--- src/hdl/bcba_pkg.sv ---
// shared types, codes and default sizes for the block chained bump allocator
`timescale 1ns / 1ps
`default_nettype none
package bcba_pkg;

  // default pool geometry
  localparam int NUM_BLOCKS_DEF  = 32;
  localparam int BLOCK_BYTES_DEF = 4096;

  // allocation granule
  localparam int ALIGN_BYTES = 16;

  // field widths of the transactions
  localparam int SIZE_W   = 16;
  localparam int STATUS_W = 2;
  localparam int BLKIDX_W = 5;
  localparam int OFFSET_W = 12;
  localparam int ADDR_W   = 17;

  // padded request size, one bit wider than the size field
  localparam int PAD_W = SIZE_W + 1;

  localparam logic [SIZE_W-1:0] ALIGN_MASK = SIZE_W'(ALIGN_BYTES - 1);

  // command codes
  localparam logic CMD_ALLOC   = 1'b0;
  localparam logic CMD_RELEASE = 1'b1;

  // status codes
  localparam logic [STATUS_W-1:0] STAT_OK        = 2'd0;
  localparam logic [STATUS_W-1:0] STAT_TOO_LARGE = 2'd1;
  localparam logic [STATUS_W-1:0] STAT_NO_BLOCKS = 2'd2;
  localparam logic [STATUS_W-1:0] STAT_RELEASED  = 2'd3;

  typedef struct packed {
    logic              cmd;
    logic [SIZE_W-1:0] size;
  } in_item_t;

  typedef struct packed {
    logic [STATUS_W-1:0] status;
    logic [BLKIDX_W-1:0] block_index;
    logic [OFFSET_W-1:0] offset;
    logic [ADDR_W-1:0]   address;
  } out_item_t;

endpackage
`default_nettype wire

--- src/hdl/bcba_ram.sv ---
// generic simple dual port ram with registered read
`timescale 1ns / 1ps
`default_nettype none
module bcba_ram #(
  parameter int WIDTH = 8,
  parameter int DEPTH = 32
) (
  input  wire logic                     clk,
  input  wire logic                     we,
  input  wire logic [$clog2(DEPTH)-1:0] waddr,
  input  wire logic [WIDTH-1:0]         wdata,
  input  wire logic                     re,
  input  wire logic [$clog2(DEPTH)-1:0] raddr,
  output logic      [WIDTH-1:0]         rdata
);

  logic [WIDTH-1:0] mem [DEPTH];

  always_ff @(posedge clk) begin
    if (we) begin
      mem[waddr] <= wdata;
    end
    if (re) begin
      rdata <= mem[raddr];
    end
  end

endmodule
`default_nettype wire

--- src/hdl/block_chained_bump_allocator.sv ---
// top level of the block chained bump allocator
`timescale 1ns / 1ps
`default_nettype none
// Scratch allocator over NUM_BLOCKS equal blocks of BLOCK_BYTES bytes. An
// allocate transaction pads its size to (size | 15) + 1 and bumps the fill
// position of the current block; when it does not fit, a block is popped from
// the free list, chained in front of the current one and the allocation lands
// at offset 0. A release transaction hands the whole chain back to the free
// list through the kept tail pointer and restarts in the chain head. The
// free list and chain links live in one synchronous next-link ram with
// separate read and write ports and a registered read. An allocation that
// fits, a too-large or out-of-blocks answer and a release of a one-block
// chain are answered in ST_EXEC; an allocation that opens a new block passes
// ST_RD (link read); a release of a longer chain passes ST_RD and ST_WR2
// (link read and two link writes). Stalls on out_ready hold the state that
// loads the result. After reset a pass over all NUM_BLOCKS entries initializes
// the ram while in_ready stays low. Results are held in an output register,
// so a waiting result does not keep the next transaction from being accepted.
module block_chained_bump_allocator #(
  parameter int NUM_BLOCKS  = bcba_pkg::NUM_BLOCKS_DEF,
  parameter int BLOCK_BYTES = bcba_pkg::BLOCK_BYTES_DEF
) (
  input  wire logic                clk,
  input  wire logic                rst_n,
  input  wire logic                in_valid,
  output logic                     in_ready,
  input  wire bcba_pkg::in_item_t  in_data,
  output logic                     out_valid,
  input  wire logic                out_ready,
  output bcba_pkg::out_item_t      out_data
);

  import bcba_pkg::*;

  // block index, link (with null) and fill position widths
  localparam int BW = (NUM_BLOCKS > 1) ? $clog2(NUM_BLOCKS) : 1;
  localparam int LW = $clog2(NUM_BLOCKS + 1);
  localparam int FW = $clog2(BLOCK_BYTES + 1);
  localparam int CW = PAD_W + 1;

  localparam logic [LW-1:0] LINK_NULL = LW'(NUM_BLOCKS);

  // sequencer states
  localparam logic [2:0] ST_INIT = 3'd0;
  localparam logic [2:0] ST_IDLE = 3'd1;
  localparam logic [2:0] ST_EXEC = 3'd2;
  localparam logic [2:0] ST_RD   = 3'd3;
  localparam logic [2:0] ST_WR2  = 3'd4;

  logic [2:0]    state_r,    state_nxt;
  logic [BW-1:0] init_cnt_r, init_cnt_nxt;
  logic [LW-1:0] free_head_r, free_head_nxt;
  logic [BW-1:0] cur_blk_r,  cur_blk_nxt;
  logic [BW-1:0] tail_r,     tail_nxt;
  logic [FW-1:0] fill_r,     fill_nxt;
  in_item_t      req_r,      req_nxt;
  logic          out_valid_r, out_valid_nxt;
  out_item_t     out_r,      out_nxt;

  // link ram port signals
  logic          ram_we;
  logic [BW-1:0] ram_waddr;
  logic [LW-1:0] ram_wdata;
  logic          ram_re;
  logic [BW-1:0] ram_raddr;
  logic [LW-1:0] ram_rdata;

  // request decode
  logic [PAD_W-1:0] padded;
  logic             too_large;
  logic             fits;
  logic             fh_valid;
  logic [LW-1:0]    rd_link;
  logic             slot_free;

  // result loading
  logic                res_load;
  logic [STATUS_W-1:0] res_status;
  logic [BW-1:0]       res_blk;
  logic [FW-1:0]       res_off;
  logic [31:0]         res_blk32;
  logic [31:0]         res_off32;
  logic [31:0]         res_addr32;

  bcba_ram #(
    .WIDTH (LW),
    .DEPTH (NUM_BLOCKS)
  ) u_link_ram (
    .clk   (clk),
    .we    (ram_we),
    .waddr (ram_waddr),
    .wdata (ram_wdata),
    .re    (ram_re),
    .raddr (ram_raddr),
    .rdata (ram_rdata)
  );

  // size padded to the next granule, always 1 to 16 bytes more than asked
  assign padded    = PAD_W'(req_r.size | ALIGN_MASK) + PAD_W'(1);
  assign too_large = CW'(padded) > CW'(BLOCK_BYTES);
  assign fits      = (CW'(padded) + CW'(fill_r)) <= CW'(BLOCK_BYTES);
  assign fh_valid  = free_head_r < LINK_NULL;
  // a link at or above NUM_BLOCKS means end of list
  assign rd_link   = (ram_rdata < LINK_NULL) ? ram_rdata : LINK_NULL;

  // output register can take a result this cycle
  assign slot_free = !out_valid_r || out_ready;

  assign in_ready  = (state_r == ST_IDLE);
  assign out_valid = out_valid_r;
  assign out_data  = out_r;

  // address is block times block size plus offset, cut to the field width
  assign res_blk32  = 32'(res_blk);
  assign res_off32  = 32'(res_off);
  assign res_addr32 = res_blk32 * 32'(BLOCK_BYTES) + res_off32;

  always_comb begin
    state_nxt     = state_r;
    init_cnt_nxt  = init_cnt_r;
    free_head_nxt = free_head_r;
    cur_blk_nxt   = cur_blk_r;
    tail_nxt      = tail_r;
    fill_nxt      = fill_r;
    req_nxt       = req_r;
    out_valid_nxt = out_valid_r && !out_ready;
    out_nxt       = out_r;
    ram_we        = 1'b0;
    ram_waddr     = '0;
    ram_wdata     = '0;
    ram_re        = 1'b0;
    ram_raddr     = '0;
    res_load      = 1'b0;
    res_status    = STAT_OK;
    res_blk       = '0;
    res_off       = '0;

    unique case (state_r)
      ST_INIT: begin
        // block i links to i+1; the last one gets NUM_BLOCKS, the null code
        ram_we    = 1'b1;
        ram_waddr = init_cnt_r;
        ram_wdata = LW'(init_cnt_r) + LW'(1);
        if (init_cnt_r == BW'(NUM_BLOCKS - 1)) begin
          state_nxt = ST_IDLE;
        end else begin
          init_cnt_nxt = init_cnt_r + BW'(1);
        end
      end

      ST_IDLE: begin
        if (in_valid) begin
          req_nxt   = in_data;
          state_nxt = ST_EXEC;
        end
      end

      ST_EXEC: begin
        if (req_r.cmd == CMD_RELEASE) begin
          if (tail_r == cur_blk_r) begin
            // one-block chain: it goes back and comes straight out again
            if (slot_free) begin
              fill_nxt   = '0;
              res_load   = 1'b1;
              res_status = STAT_RELEASED;
              res_blk    = cur_blk_r;
              state_nxt  = ST_IDLE;
            end
          end else begin
            // fetch what follows the chain head once the chain is freed
            ram_re    = 1'b1;
            ram_raddr = cur_blk_r;
            state_nxt = ST_RD;
          end
        end else if (too_large) begin
          if (slot_free) begin
            res_load   = 1'b1;
            res_status = STAT_TOO_LARGE;
            state_nxt  = ST_IDLE;
          end
        end else if (!fits) begin
          if (!fh_valid) begin
            if (slot_free) begin
              res_load   = 1'b1;
              res_status = STAT_NO_BLOCKS;
              state_nxt  = ST_IDLE;
            end
          end else begin
            // pop: need the free head's link
            ram_re    = 1'b1;
            ram_raddr = free_head_r[BW-1:0];
            state_nxt = ST_RD;
          end
        end else if (slot_free) begin
          // bump inside the current block
          fill_nxt   = fill_r + FW'(padded);
          res_load   = 1'b1;
          res_status = STAT_OK;
          res_blk    = cur_blk_r;
          res_off    = fill_r;
          state_nxt  = ST_IDLE;
        end
      end

      ST_RD: begin
        if (req_r.cmd == CMD_RELEASE) begin
          // splice the old free list behind the chain tail; the head is reused
          free_head_nxt = rd_link;
          ram_we        = 1'b1;
          ram_waddr     = tail_r;
          ram_wdata     = free_head_r;
          state_nxt     = ST_WR2;
        end else if (slot_free) begin
          // popped block becomes current and links back to the old one
          free_head_nxt = rd_link;
          ram_we        = 1'b1;
          ram_waddr     = free_head_r[BW-1:0];
          ram_wdata     = LW'(cur_blk_r);
          cur_blk_nxt   = free_head_r[BW-1:0];
          fill_nxt      = FW'(padded);
          res_load      = 1'b1;
          res_status    = STAT_OK;
          res_blk       = free_head_r[BW-1:0];
          state_nxt     = ST_IDLE;
        end
      end

      ST_WR2: begin
        if (slot_free) begin
          // fresh chain of the old head alone
          ram_we     = 1'b1;
          ram_waddr  = cur_blk_r;
          ram_wdata  = LINK_NULL;
          tail_nxt   = cur_blk_r;
          fill_nxt   = '0;
          res_load   = 1'b1;
          res_status = STAT_RELEASED;
          res_blk    = cur_blk_r;
          state_nxt  = ST_IDLE;
        end
      end

      default: begin
        state_nxt = ST_IDLE;
      end
    endcase

    if (res_load) begin
      out_valid_nxt       = 1'b1;
      out_nxt.status      = res_status;
      out_nxt.block_index = res_blk32[BLKIDX_W-1:0];
      out_nxt.offset      = res_off32[OFFSET_W-1:0];
      out_nxt.address     = res_addr32[ADDR_W-1:0];
    end
  end

  always_ff @(posedge clk) begin
    if (!rst_n) begin
      state_r     <= ST_INIT;
      init_cnt_r  <= '0;
      free_head_r <= LW'(1);
      cur_blk_r   <= '0;
      tail_r      <= '0;
      fill_r      <= '0;
      out_valid_r <= 1'b0;
    end else begin
      state_r     <= state_nxt;
      init_cnt_r  <= init_cnt_nxt;
      free_head_r <= free_head_nxt;
      cur_blk_r   <= cur_blk_nxt;
      tail_r      <= tail_nxt;
      fill_r      <= fill_nxt;
      out_valid_r <= out_valid_nxt;
    end
  end

  // payload registers
  always_ff @(posedge clk) begin
    req_r <= req_nxt;
    out_r <= out_nxt;
  end

  // free list and chain never share their head block
  a_head_disjoint: assert property (@(posedge clk) disable iff (!rst_n)
    (state_r == ST_IDLE && fh_valid) |-> (free_head_r[BW-1:0] != cur_blk_r))
    else $error("free head equals current block");

  // bump position never runs past the block
  a_fill_bound: assert property (@(posedge clk) disable iff (!rst_n)
    CW'(fill_r) <= CW'(BLOCK_BYTES))
    else $error("fill position beyond block size");

  // the link ram is only touched while a transaction is in work or at init
  a_no_ram_idle: assert property (@(posedge clk) disable iff (!rst_n)
    (state_r == ST_IDLE) |-> (!ram_we && !ram_re))
    else $error("link ram access while idle");

  // an accepted transaction always goes to decode next
  a_accept_exec: assert property (@(posedge clk) disable iff (!rst_n)
    (in_valid && in_ready) |=> (state_r == ST_EXEC))
    else $error("accepted transaction not decoded");

endmodule
`default_nettype wire
--- config.mk ---
export PLATFORM = sky130hd
export DESIGN_NAME = block_chained_bump_allocator
export DESIGN_NICKNAME = d
export VERILOG_FILES = /design/src/hdl/bcba_pkg.sv /design/src/hdl/bcba_ram.sv /design/src/hdl/block_chained_bump_allocator.sv
export SDC_FILE = /design/constraint.sdc
export NUM_CORES = 1
export LEC_CHECK = 0
export ABC_CLOCK_PERIOD_IN_PS = 11800
export BUFFER_PORTS_ARGS = -buffer_cell sky130_fd_sc_hd__buf_2
export CAP_MARGIN = 0
export CORE_AREA = 2 2 148 208
export DETAILED_ROUTE_END_ITERATION = 6
export DIE_AREA = 0 0 150 210
export GPL_TIMING_DRIVEN = 0
export PLACE_DENSITY = 0.64
export SYNTH_ARGS = -nofsm -noshare
export SYNTH_HDL_FRONTEND = slang
export SYNTH_SLANG_ARGS = --single-unit
--- constraint.sdc ---
create_clock -name clk -period 11.8 [get_ports clk]
set_input_delay 0 -clock clk [delete_from_list [all_inputs] [get_ports clk]]
set_output_delay 0 -clock clk [all_outputs]
set_load 0.005 [all_outputs]
==> summary.md, run 1 <==
| Metric | Value |
|---|---|
| Total track usage | 20.3% |
| Clock power frac | 42.1% |
| Slew @ Worst Pin | 1.12 ns |
| Routed vias/inst | 5.70 |
| Die Y | 210 µm |
| Initial Utilization | 42.6% |
| Post-Place Worst Slack | 6.29 ns |
| CORE AREA | 29700 µm² |
| FF-to-FF path depth | 20 |
| Final hold slack | 0.0850 ns |
| Post-route design area | 14500 µm² |
| Startpoint Class | flip-flop |
| Yosys top cell by area | edfxtp_1 |
| Peak VDD IR | 92.3 µV |
| Clk_skew | 0.0121 ns |
| Chip Width | 150 µm |
| Post-Route Utilization | 48.9% |
| Clk_lat worst skew | 0.54 ns |
| Layout area overhead | 14.8% |
| Combinational power share | 3.1% |
| Internal power | 1540 µW |
| YS warnings | 0 |
| CTS Hold Bufs | 15 |
| Die area | 31500 µm² |
| Cell Area, Placed | 13500 µm² |
| Final setup TNS | 0 ns |
| Post-synth top flop | edfxtp_1 |
| Critical path required time | 12.08 ns |
| I/O Buffers | 54 |
| Reg-to-reg endpoint | out_data[16] |
| Antenna diode count | 0 |
| Reg2reg setup slack | 6.31 ns |
| H-tree lvl count | 1 |
| Drt total wl | 31.5 mm |
| Synth async-reset ratio | 0% |
| Cell Rows | 75 |
| Synthesized Nets | 1035 |
| Mapped Cells | 998 |
| Sw Share | 20.2% |
| Sw Pwr | 391 µW |
| Avg Inst Size Synth | 12.7 µm² |
| CTS Buf Count | 26 |
| CTS root buf | clkbuf_16 |
| First-pass GRT wire length | 48.7 mm |
| R2R Path Start | req_r[4] |
| Fmax | 0.182 GHz |
| DRC viols | 0 |
| GPL Wtd Cong | 0.924 |
| Final WS setup | 6.31 ns |
| Total Nets Final | 1137 |
| IO Count | 59 |
| Initial antenna violation count | 0 |
| Max-slew violation count | 0 |
| Via count of the routed design | 8573 |
| PwrDens | 133 nW/µm² |
| DP HPWL | 23.0 mm |
| Status | completed |
| Worst Path Max Fanout | 10 |
| Crit path arrival time | 5.76 ns |
| WL per Instance | 21.0 µm |
| Worst min-delay path category | in2reg |
| Rel. slew slack | 24.9% |
| Vias in the first global route | 8701 |
| Clock transition at path regs | 0.06 ns |
| Final setup viols | 0 |
| Largest net degree at the start of global routing | 33 |
| Clk buf depth | 3 |
| Setup Fix Bufs, Post-CTS | 0 |
| CP startpoint | req_r[4] |
| Detailed Route Iter0 Violations | 474 |
| Layout cells sized above 1 | 14.2% |
| Fin crit share | 46.5% |
| Synth area leaders | edfxtp_1, mux2i_1, dfxtp_1, nand2_1, nor2_1 |
| Pre-antenna DRT Iters | 7 |
| ANT nets after route | 0 |
| Yosys reg bits | 273 |
| CP endpoint | out_data[16] |
| RSZ-0062 raised after global routing | no |
| Maximum capacitance violations | 0 |
| Share of the synthesized area in the top cell type | 55.8% |
| Crit path capture type | flip-flop |
| Pleak | 0.00512 µW |
| Sequential area share after synthesis | 61.8% |
| EDFF count, synth | 235 |
| Final Hold Fails | 0 |
| Area of the mapped netlist | 12600 µm² |
| CTS resizes | 0 |
| Number of library cell types mapped by synthesis | 72 |
| Final min period | 5.49 ns |
| GR Overflow Total | 0 |
| Seq pwr share | 54.8% |
| # clock sinks | 273 |
| TritonCTS clock tree | yes |
| CP Class | reg2reg |
## worst min path at each step
stage | startpoint | to | slack, ns | cells after the start
final | out_ready | out_data[33] | 0.09 | 4
after global routing | out_ready | out_data[33] | 0.09 | 4
after CTS | out_ready | out_data[33] | 0.04 | 4
after detailed placement | in_data[10] | req_r[10] | 0.18 | 1
after global placement | in_data[8] | req_r[8] | 0.18 | 1
after floorplan | in_data[10] | req_r[10] | 0.1 | 0
## cells in the mapped netlist, types with 12 or more instances
master      n
nand2_1    92
nand3_1    15
nor2b_1    16
nor2_1     64
and2_1     34
o21ai_0    29
a22oi_1    24
ha_1       15
buf_2      15
a21oi_1    37
a21boi_0   14
inv_1      19
buf_4      17
o22ai_1    20
edfxtp_1  235
clkbuf_1   27
a221oi_1   14
xnor2_1    18
mux2i_1    99
dfxtp_1    38
nor3_1     12
## layer usage
layer	wire, µm	track usage (%)	vias up
met2	16800	37.7	317
met4	2030	12.3	0
met3	1560	3.10	105
li1	-	-	3984
met1	11100	21.1	4167
met5	0	0	-
## registers in the layout, indices dropped and copies added, names as in the netlist
register	count
u_link_ram.mem	192
out_data	24
fill_r	13
req_r	13
free_head_r	6
u_link_ram.rdata	6
cur_blk_r	5
init_cnt_r	5
tail_r	5
state_r	3
out_valid	1
## critical path: stages (launching register included)
cell      delay, ns
edfxtp_1       0.54
ha_1           0.36
nand3_1        0.19
nor2_1         0.17
xor2_1         0.35
ha_1           0.18
clkbuf_1       0.26
nand2_1        0.09
o21ai_0        0.16
a41oi_1        0.09
o31ai_1        0.31
mux2_2         0.46
nor3_2         0.28
nand4_1        0.24
nor2_1         0.23
clkbuf_1       0.32
and2_1         0.26
ha_1           0.21
ha_1           0.19
nor3b_1        0.24
xor2_1         0.10
## power by group through the flow
stage | sequential (µW) | combinational [µW] | clock (µW)
finish | 1060 | 59.0 | 815
global placement | 1080 | 48.2 | 0
floorplan | 1080 | 26.7 | 0
CTS | 1060 | 58.9 | 829
detailed placement | 1080 | 54.8 | 0
global route | 1060 | 63.1 | 860
## cell families after synthesis
kind of cell	share of synthesized area [%]
AOI/OAI and AO/OA	11.4
xor gates and xnor gates	1.80
adders and majority gates	1.64
buffers and inverters	3.19
DFF	61.8
muxes	8.13
and+or+nand+nor	12.0
## layout make-up
| cell class | count | area (µm²) |
|---|---|---|
| inverters | 19 | 71.3 |
| clock inverters | 11 | 83.8 |
| plain buffers | 62 | 332 |
| repair buffers | 74 | 533 |
| fillers | 2607 | 15100 |
| well taps | 385 | 482 |
| clock buffers | 35 | 747 |
| flip-flops and latches | 273 | 7820 |
| multi-input cells | 644 | 4450 |
## stage by stage
step,power (µW),instances
global placement,1130,1437
finish,1930,1503
floorplan,1110,998
global route,1980,1503
CTS,1950,1503
detailed placement,1140,1442
## cell usage in the layout, fill, tap and decap left out, types with 12 or more instances in the layout
cell type	Yosys	routed
xnor2_1	18	18
inv_1	19	19
buf_2	15	69
nor2_1	64	64
edfxtp_1	235	235
clkbuf_16	0	28
nor2b_1	16	16
dfxtp_1	38	38
a221oi_1	14	14
a21oi_1	37	36
nand2_1	92	92
clkbuf_1	27	32
and2_1	34	34
buf_4	17	17
dlygate4sd3_1	0	15
a22oi_1	24	24
mux2i_1	99	99
o22ai_1	20	19
ha_1	15	15
o21ai_0	29	26
nor3_1	12	12
nand3_1	15	15
a21boi_0	14	14
Note: power is estimated with default switching activity, not from simulation.
==> inputs of run 2 (changes only) <==
Settings changed: ABC_CLOCK_PERIOD_IN_PS 11800 to 5650.
Clock period 11.8 ns to 5.65 ns, I/O delays scaled along.
==> run 2 against run 1 <==
  * Largest power group unchanged
  * Sequential power rose by 110%
  * Critical path depth fell by 3
  * First-iteration DRC count rose by 1.3%
  * Critical endpoint is now u_link_ram.rdata[3]
  * Final cell count rose by 0.13%
==> summary.md, run 2 (synthesized netlist as in run 1, its figures left out) <==
| Metric | Value |
|---|---|
| Status | completed |
| Routed vias/inst | 5.68 (-0.48%) |
| Crit path arrival time | 5.59 ns (-0.17 ns) |
| PwrDens | 278 nW/µm² (+110%) |
| H-tree lvl count | 1 (unchanged) |
| Crit path capture type | flip-flop |
| Total Nets Final | 1139 (+0.18%) |
| Clk_lat worst skew | 0.54 ns (about the same) |
| Largest net degree at the start of global routing | 33 (unchanged) |
| Commonest non-fill, non-tap cells in the layout | edfxtp_1, mux2i_1, nand2_1, buf_2, nor2_1 |
| Layout area overhead | 15.0% |
| Pre-antenna DRT Iters | 6 (-1) |
| RSZ-0062 raised after global routing | no |
| Rel. slew slack | 24.7% (-0.26 points) |
| Final Hold Fails | 0 (unchanged) |
| Cell Area, Placed | 13500 µm² (unchanged) |
| Max stage delay on crit path | 0.49 ns (-0.05 ns) |
| CTS Buf Count | 26 (unchanged) |
| Die area | 31500 µm² (unchanged) |
| WP depth | 17 (-15%) |
| Layout cells sized above 1 | 14.7% (+0.51 points) |
| DRC viols | 0 (unchanged) |
| Total track usage | 20.3% (unchanged) |
| Reg-to-reg endpoint | u_link_ram.rdata[3] |
| GR Overflow Total | 0 (unchanged) |
| # clock sinks | 273 (unchanged) |
| Via count of the routed design | 8543 (-0.35%) |
| R2R Path Start | req_r[5] |
| Vias in the first global route | 8701 (unchanged) |
| Most common cell after layout, fill and taps aside | edfxtp_1 |
| CP Class | reg2reg |
| Post-route design area | 14500 µm² (+0.22%) |
| Final setup TNS | 0 ns (unchanged) |
| Most flops, register | u_link_ram.mem |
| IO Count | 59 (unchanged) |
| Fin cells | 1505 (+0.13%) |
| CP endpoint | u_link_ram.rdata[3] |
| Slew @ Worst Pin | 1.13 ns (+0.00394 ns) |
| Fmax | 0.191 GHz (+4.6%) |
| TritonCTS clock tree | yes |
| Post-Place Worst Slack | 0.139 ns (-6.15 ns) |
| Post-Place Cells | 1442 (unchanged) |
| Post-Route Utilization | 49.1% (+0.11 points) |
| Fin crit share | 92.9% (+46 points) |
| Max-slew violation count | 0 (unchanged) |
| Final setup viols | 0 (unchanged) |
| Maximum capacitance violations | 0 (unchanged) |
| Max FFs per register | 192 (unchanged) |
| Die Y | 210 µm (unchanged) |
| Clock transition at path regs | 0.06 ns (about the same) |
| Detailed Route Iter0 Violations | 480 (+1.3%) |
| Initial Utilization | 42.6% (unchanged) |
| DP HPWL | 23.0 mm (unchanged) |
| Drt total wl | 31.5 mm (about the same) |
| Final WS setup | 0.404 ns (-5.91 ns) |
| Worst min-delay path category | in2reg |
| First-pass GRT wire length | 48.7 mm (unchanged) |
| Final min period | 5.25 ns (-0.240 ns) |
| Startpoint Class | flip-flop |
| GPL Wtd Cong | 0.924 (unchanged) |
| CORE AREA | 29700 µm² (unchanged) |
| ANT nets after route | 0 (unchanged) |
| Worst Path Max Fanout | 10 (unchanged) |
| Antenna diode count | 0 (unchanged) |
| I/O Buffers | 54 (unchanged) |
| WL per Instance | 20.9 µm (-0.22%) |
| Worst path slowest cell | edfxtp_1 |
| Peak VDD IR | 193 µV (+110%) |
| CTS root buf | clkbuf_16 |
| Cell Rows | 75 (unchanged) |
| Cell family with most CP delay | compound AO/OA/AOI/OAI gates |
| Clk_skew | 0.0115 ns (-0.000641 ns) |
| Buffers & Inverters on Critical Path | 2 (unchanged) |
| Clk buf depth | 3 (unchanged) |
| Reg2reg setup slack | 0.40 ns (-5.91 ns) |
| Pleak | 0.00514 µW (+0.26%) |
| CP startpoint | req_r[5] |
| Critical path required time | 5.99 ns (-6.09 ns) |
| Chip Width | 150 µm (unchanged) |
| Initial antenna violation count | 0 (unchanged) |
| Critical path, cell by cell | ha_2 -> nand3_1 -> nor2_1 -> xor2_2 -> ha_1 -> clkbuf_1 -> nand2_1 -> o21ai_0 -> a41oi_1 -> o31ai_1 -> mux2_2 -> o311ai_4 -> o21a_1 -> buf_2 -> mux2i_1 -> o22ai_1 -> nor4_1 |
| FF-to-FF path depth | 17 (-15%) |
[run 2: power breakdown]
group | internal (µW) | switching, µW | leakage [µW]
Clock | 971 | 727 | 0.000408
Sequential | 2210 | 6.46 | 0.00250
Combinational | 42.8 | 81.1 | 0.00223
[run 2: metrics by stage]
step	total power, µW	hold WS [ns]
after floorplan	2310	0.0989
after global placement	2360	0.180
after detailed placement	2370	0.179
after CTS	4070	0.0447
after global routing	4140	0.0857
final	4040	0.0830
[run 2: cell type report]
type | count | area (µm²)
Tap cell | 385 | 482
Sequential cell | 273 | 7820
Clock inverter | 11 | 83.8
Clock buffer | 35 | 747
Inverter | 19 | 71.3
Multi-Input combinational cell | 644 | 4460
Fill cell | 2606 | 15100
Buffer | 62 | 333
Timing Repair Buffer | 76 | 548
[run 2: routing by layer]
metal	vias to the layer above	track usage [%]	routed length, µm
met4	0	12.3	2020
met5	-	0	0
met2	325	37.7	16800
met1	4122	21.1	11100
li1	3991	-	-
met3	105	3.10	1570
[run 2: worst min path at each step]
stage / start / end / slack, ns / cells past startpoint
floorplan: in_data[10] / req_r[10] / 0.1 / 0
finish: out_ready / out_data[33] / 0.08 / 4
global placement: in_data[8] / req_r[8] / 0.18 / 1
global route: out_ready / out_data[33] / 0.09 / 4
CTS: out_ready / out_data[33] / 0.04 / 4
detailed placement: in_data[10] / req_r[10] / 0.18 / 1
[run 2: timing repair]
item,in CTS,in global routing
setup endpoints to repair,0,6
setup buffers,0,2
hold endpoints to repair,21,0
hold buffers,15,0
gates resized for setup,0,6
[run 2: worst min-delay path: stages]
cell	delay, ns
buf_2	0.09
nor2b_1	0.07
nor2_1	0.18
a31o_2	0.17
==> inputs of run 3 (changes only) <==
==> constraint.sdc (replaced) <==
create_clock -name clk -period 5.65 [get_ports clk]
set_input_delay 0.565 -clock clk [delete_from_list [all_inputs] [get_ports clk]]
set_output_delay 0.565 -clock clk [all_outputs]
set_load 0.005 [all_outputs]
==> run 3 against run 2 <==
  * Fmax grew 0.17%
  * Sequential power is essentially flat
  * Final area shrank 1.0%
  * Via count shrank 0.47%
  * Sequential share of layout area grew 0.56 points
  * Non-clock buffer count shrank 15
  * Hold slack gained 0.11 ns
  * Combinational power shrank 6%
  * Global-route usage shrank 0.070 points
  * Count of clock-buffer cells in the layout is the same
  * Setup slack gained 0.0090 ns
==> summary.md, run 3 (synthesized netlist as in run 1, its figures left out) <==
| Metric | Value |
|---|---|
| Status | completed |
| Vias in the first global route | 8647 (-0.62%) |
| Max-slew violation count | 0 (unchanged) |
| Final Hold Fails | 0 (unchanged) |
| Total power | 4030 µW (-0.14%) |
| Clk_lat worst skew | 0.54 ns (about the same) |
| Rel. slew slack | 25.2% (+0.51 points) |
| Crit path arrival time | 5.60 ns (about the same) |
| Fmax | 0.191 GHz (+0.17%) |
| H-tree lvl count | 1 (unchanged) |
| Most flops, register | u_link_ram.mem |
| Fin cells | 1490 (-1.0%) |
| Peak VDD IR | 193 µV (about the same) |
| Pleak | 0.00507 µW (-1.2%) |
| Final setup viols | 0 (unchanged) |
| WL per Instance | 21.1 µm (+0.92%) |
| Commonest non-fill, non-tap cells in the layout | edfxtp_1, mux2i_1, nand2_1, buf_2, nor2_1 |
| Drt total wl | 31.5 mm (about the same) |
| CTS root buf | clkbuf_16 |
| Chip Width | 150 µm (unchanged) |
| Worst min-delay path category | in2reg |
| Via count of the routed design | 8503 (-0.47%) |
| I/O Buffers | 54 (unchanged) |
| Final hold slack | 0.195 ns (+0.112 ns) |
| Initial Utilization | 42.6% (unchanged) |
| Layout cells sized above 1 | 14.9% (+0.20 points) |
| CP Class | reg2reg |
| GPL Wtd Cong | 0.924 (unchanged) |
| Final setup TNS | 0 ns (unchanged) |
| Final min period | 5.24 ns (-0.00895 ns) |
| First-pass GRT wire length | 48.5 mm (-0.37%) |
| Post-Place Cells | 1442 (unchanged) |
| Antenna diode count | 0 (unchanged) |
| Clk buf depth | 3 (unchanged) |
| Most common cell after layout, fill and taps aside | edfxtp_1 |
| # clock sinks | 273 (unchanged) |
| Post-route design area | 14400 µm² (-1.0%) |
| Maximum capacitance violations | 0 (unchanged) |
| DRC viols | 0 (unchanged) |
| PwrDens | 280 nW/µm² (+0.90%) |
| CTS Buf Count | 26 (unchanged) |
| Total Nets Final | 1124 (-1.3%) |
| Die area | 31500 µm² (unchanged) |
| ANT nets after route | 0 (unchanged) |
| Total track usage | 20.2% (-0.070 points) |
| Layout area overhead | 13.8% |
| CORE AREA | 29700 µm² (unchanged) |
| Critical path required time | 6.01 ns (+0.02 ns) |
| Clk_skew | 0.0108 ns (-0.000712 ns) |
| RSZ-0062 raised after global routing | no |
| Initial antenna violation count | 0 (unchanged) |
| Cell Area, Placed | 13500 µm² (unchanged) |
| Max FFs per register | 192 (unchanged) |
| Clock transition at path regs | 0.07 ns (about the same) |
| Fin crit share | 92.7% (-0.16 points) |
| Crit path capture type | flip-flop |
| Routed vias/inst | 5.71 (+0.53%) |
| Pre-antenna DRT Iters | 5 (-1) |
| DP HPWL | 23.0 mm (unchanged) |
| Cell Rows | 75 (unchanged) |
| GR Overflow Total | 0 (unchanged) |
| Largest net degree at the start of global routing | 33 (unchanged) |
| Startpoint Class | flip-flop |
| Slew @ Worst Pin | 1.12 ns (-0.00763 ns) |
| CTS Hold Bufs | 0 (-15) |
| Die Y | 210 µm (unchanged) |
| Worst Path Max Fanout | 10 (unchanged) |
| Detailed Route Iter0 Violations | 513 (+6.9%) |
| IO Count | 59 (unchanged) |
| TritonCTS clock tree | yes |
==> run 3: cell type report <==
cell class                      instances  area (µm²)
Clock inverter                         11        83.8
Inverter                               19        71.3
Multi-Input combinational cell        644        4460
Timing Repair Buffer                   61         398
Tap cell                              385         482
Sequential cell                       273        7820
Buffer                                 62         333
Clock buffer                           35         747
Fill cell                            2621       15300
==> run 3: worst paths after layout <==
| check | start | slack [ns] | end | cells past startpoint |
|---|---|---|---|---|
| worst max-delay path | req_r[5] | 0.41 | u_link_ram.rdata[0] | 17 |
| worst min-delay path | in_data[10] | 0.19 | req_r[10] | 1 |
| worst max register to register | req_r[5] | 0.41 | u_link_ram.rdata[0] | 17 |
| worst min register to register | fill_r[0] | 0.49 | fill_r[0] | 1 |
==> run 3: through the flow <==
stage	util [%]	setup WS, ns
6_report	48.5	0.413
2_1_floorplan	-	0.893
3_3_place_gp	45.2	-0.127
5_1_grt	48.5	0.00455
4_1_cts	48.4	0.134
3_5_place_dp	45.6	0.139
==> run 3: layer usage <==
layer | track usage [%] | wire length [µm]
met1 | 21.0 | 11100
met2 | 37.5 | 16900
met5 | 0 | 0
met3 | 3.12 | 1490
met4 | 12.3 | 1970
==> run 3: worst max-delay path: stages (launching register included) <==
cell and delay, ns:
edfxtp_1 0.49, ha_2 0.31, nand3_1 0.16, nor2_1 0.22, xor2_2 0.26, ha_1 0.27
clkbuf_1 0.19, a21oi_1 0.36, mux2i_1 0.22, nand3_1 0.16, a41oi_2 0.44, o311ai_4 0.22
o21ai_0 0.26, clkbuf_1 0.47, a211oi_1 0.14, o21ai_0 0.27, o2111ai_1 0.30, nor3_1 0.30
==> run 3: power breakdown <==
part	internal (µW)	switching [µW]	leakage [µW]
logic	36.1	80.0	0.00216
registers	2210	6.61	0.00250
clock network	971	729	0.000408
==> run 3: what timing repair did <==
action                                  4_1_cts  5_1_grt
setup buffers                                 0        2
endpoints found under the setup margin        0        6
resized for setup                             0        6
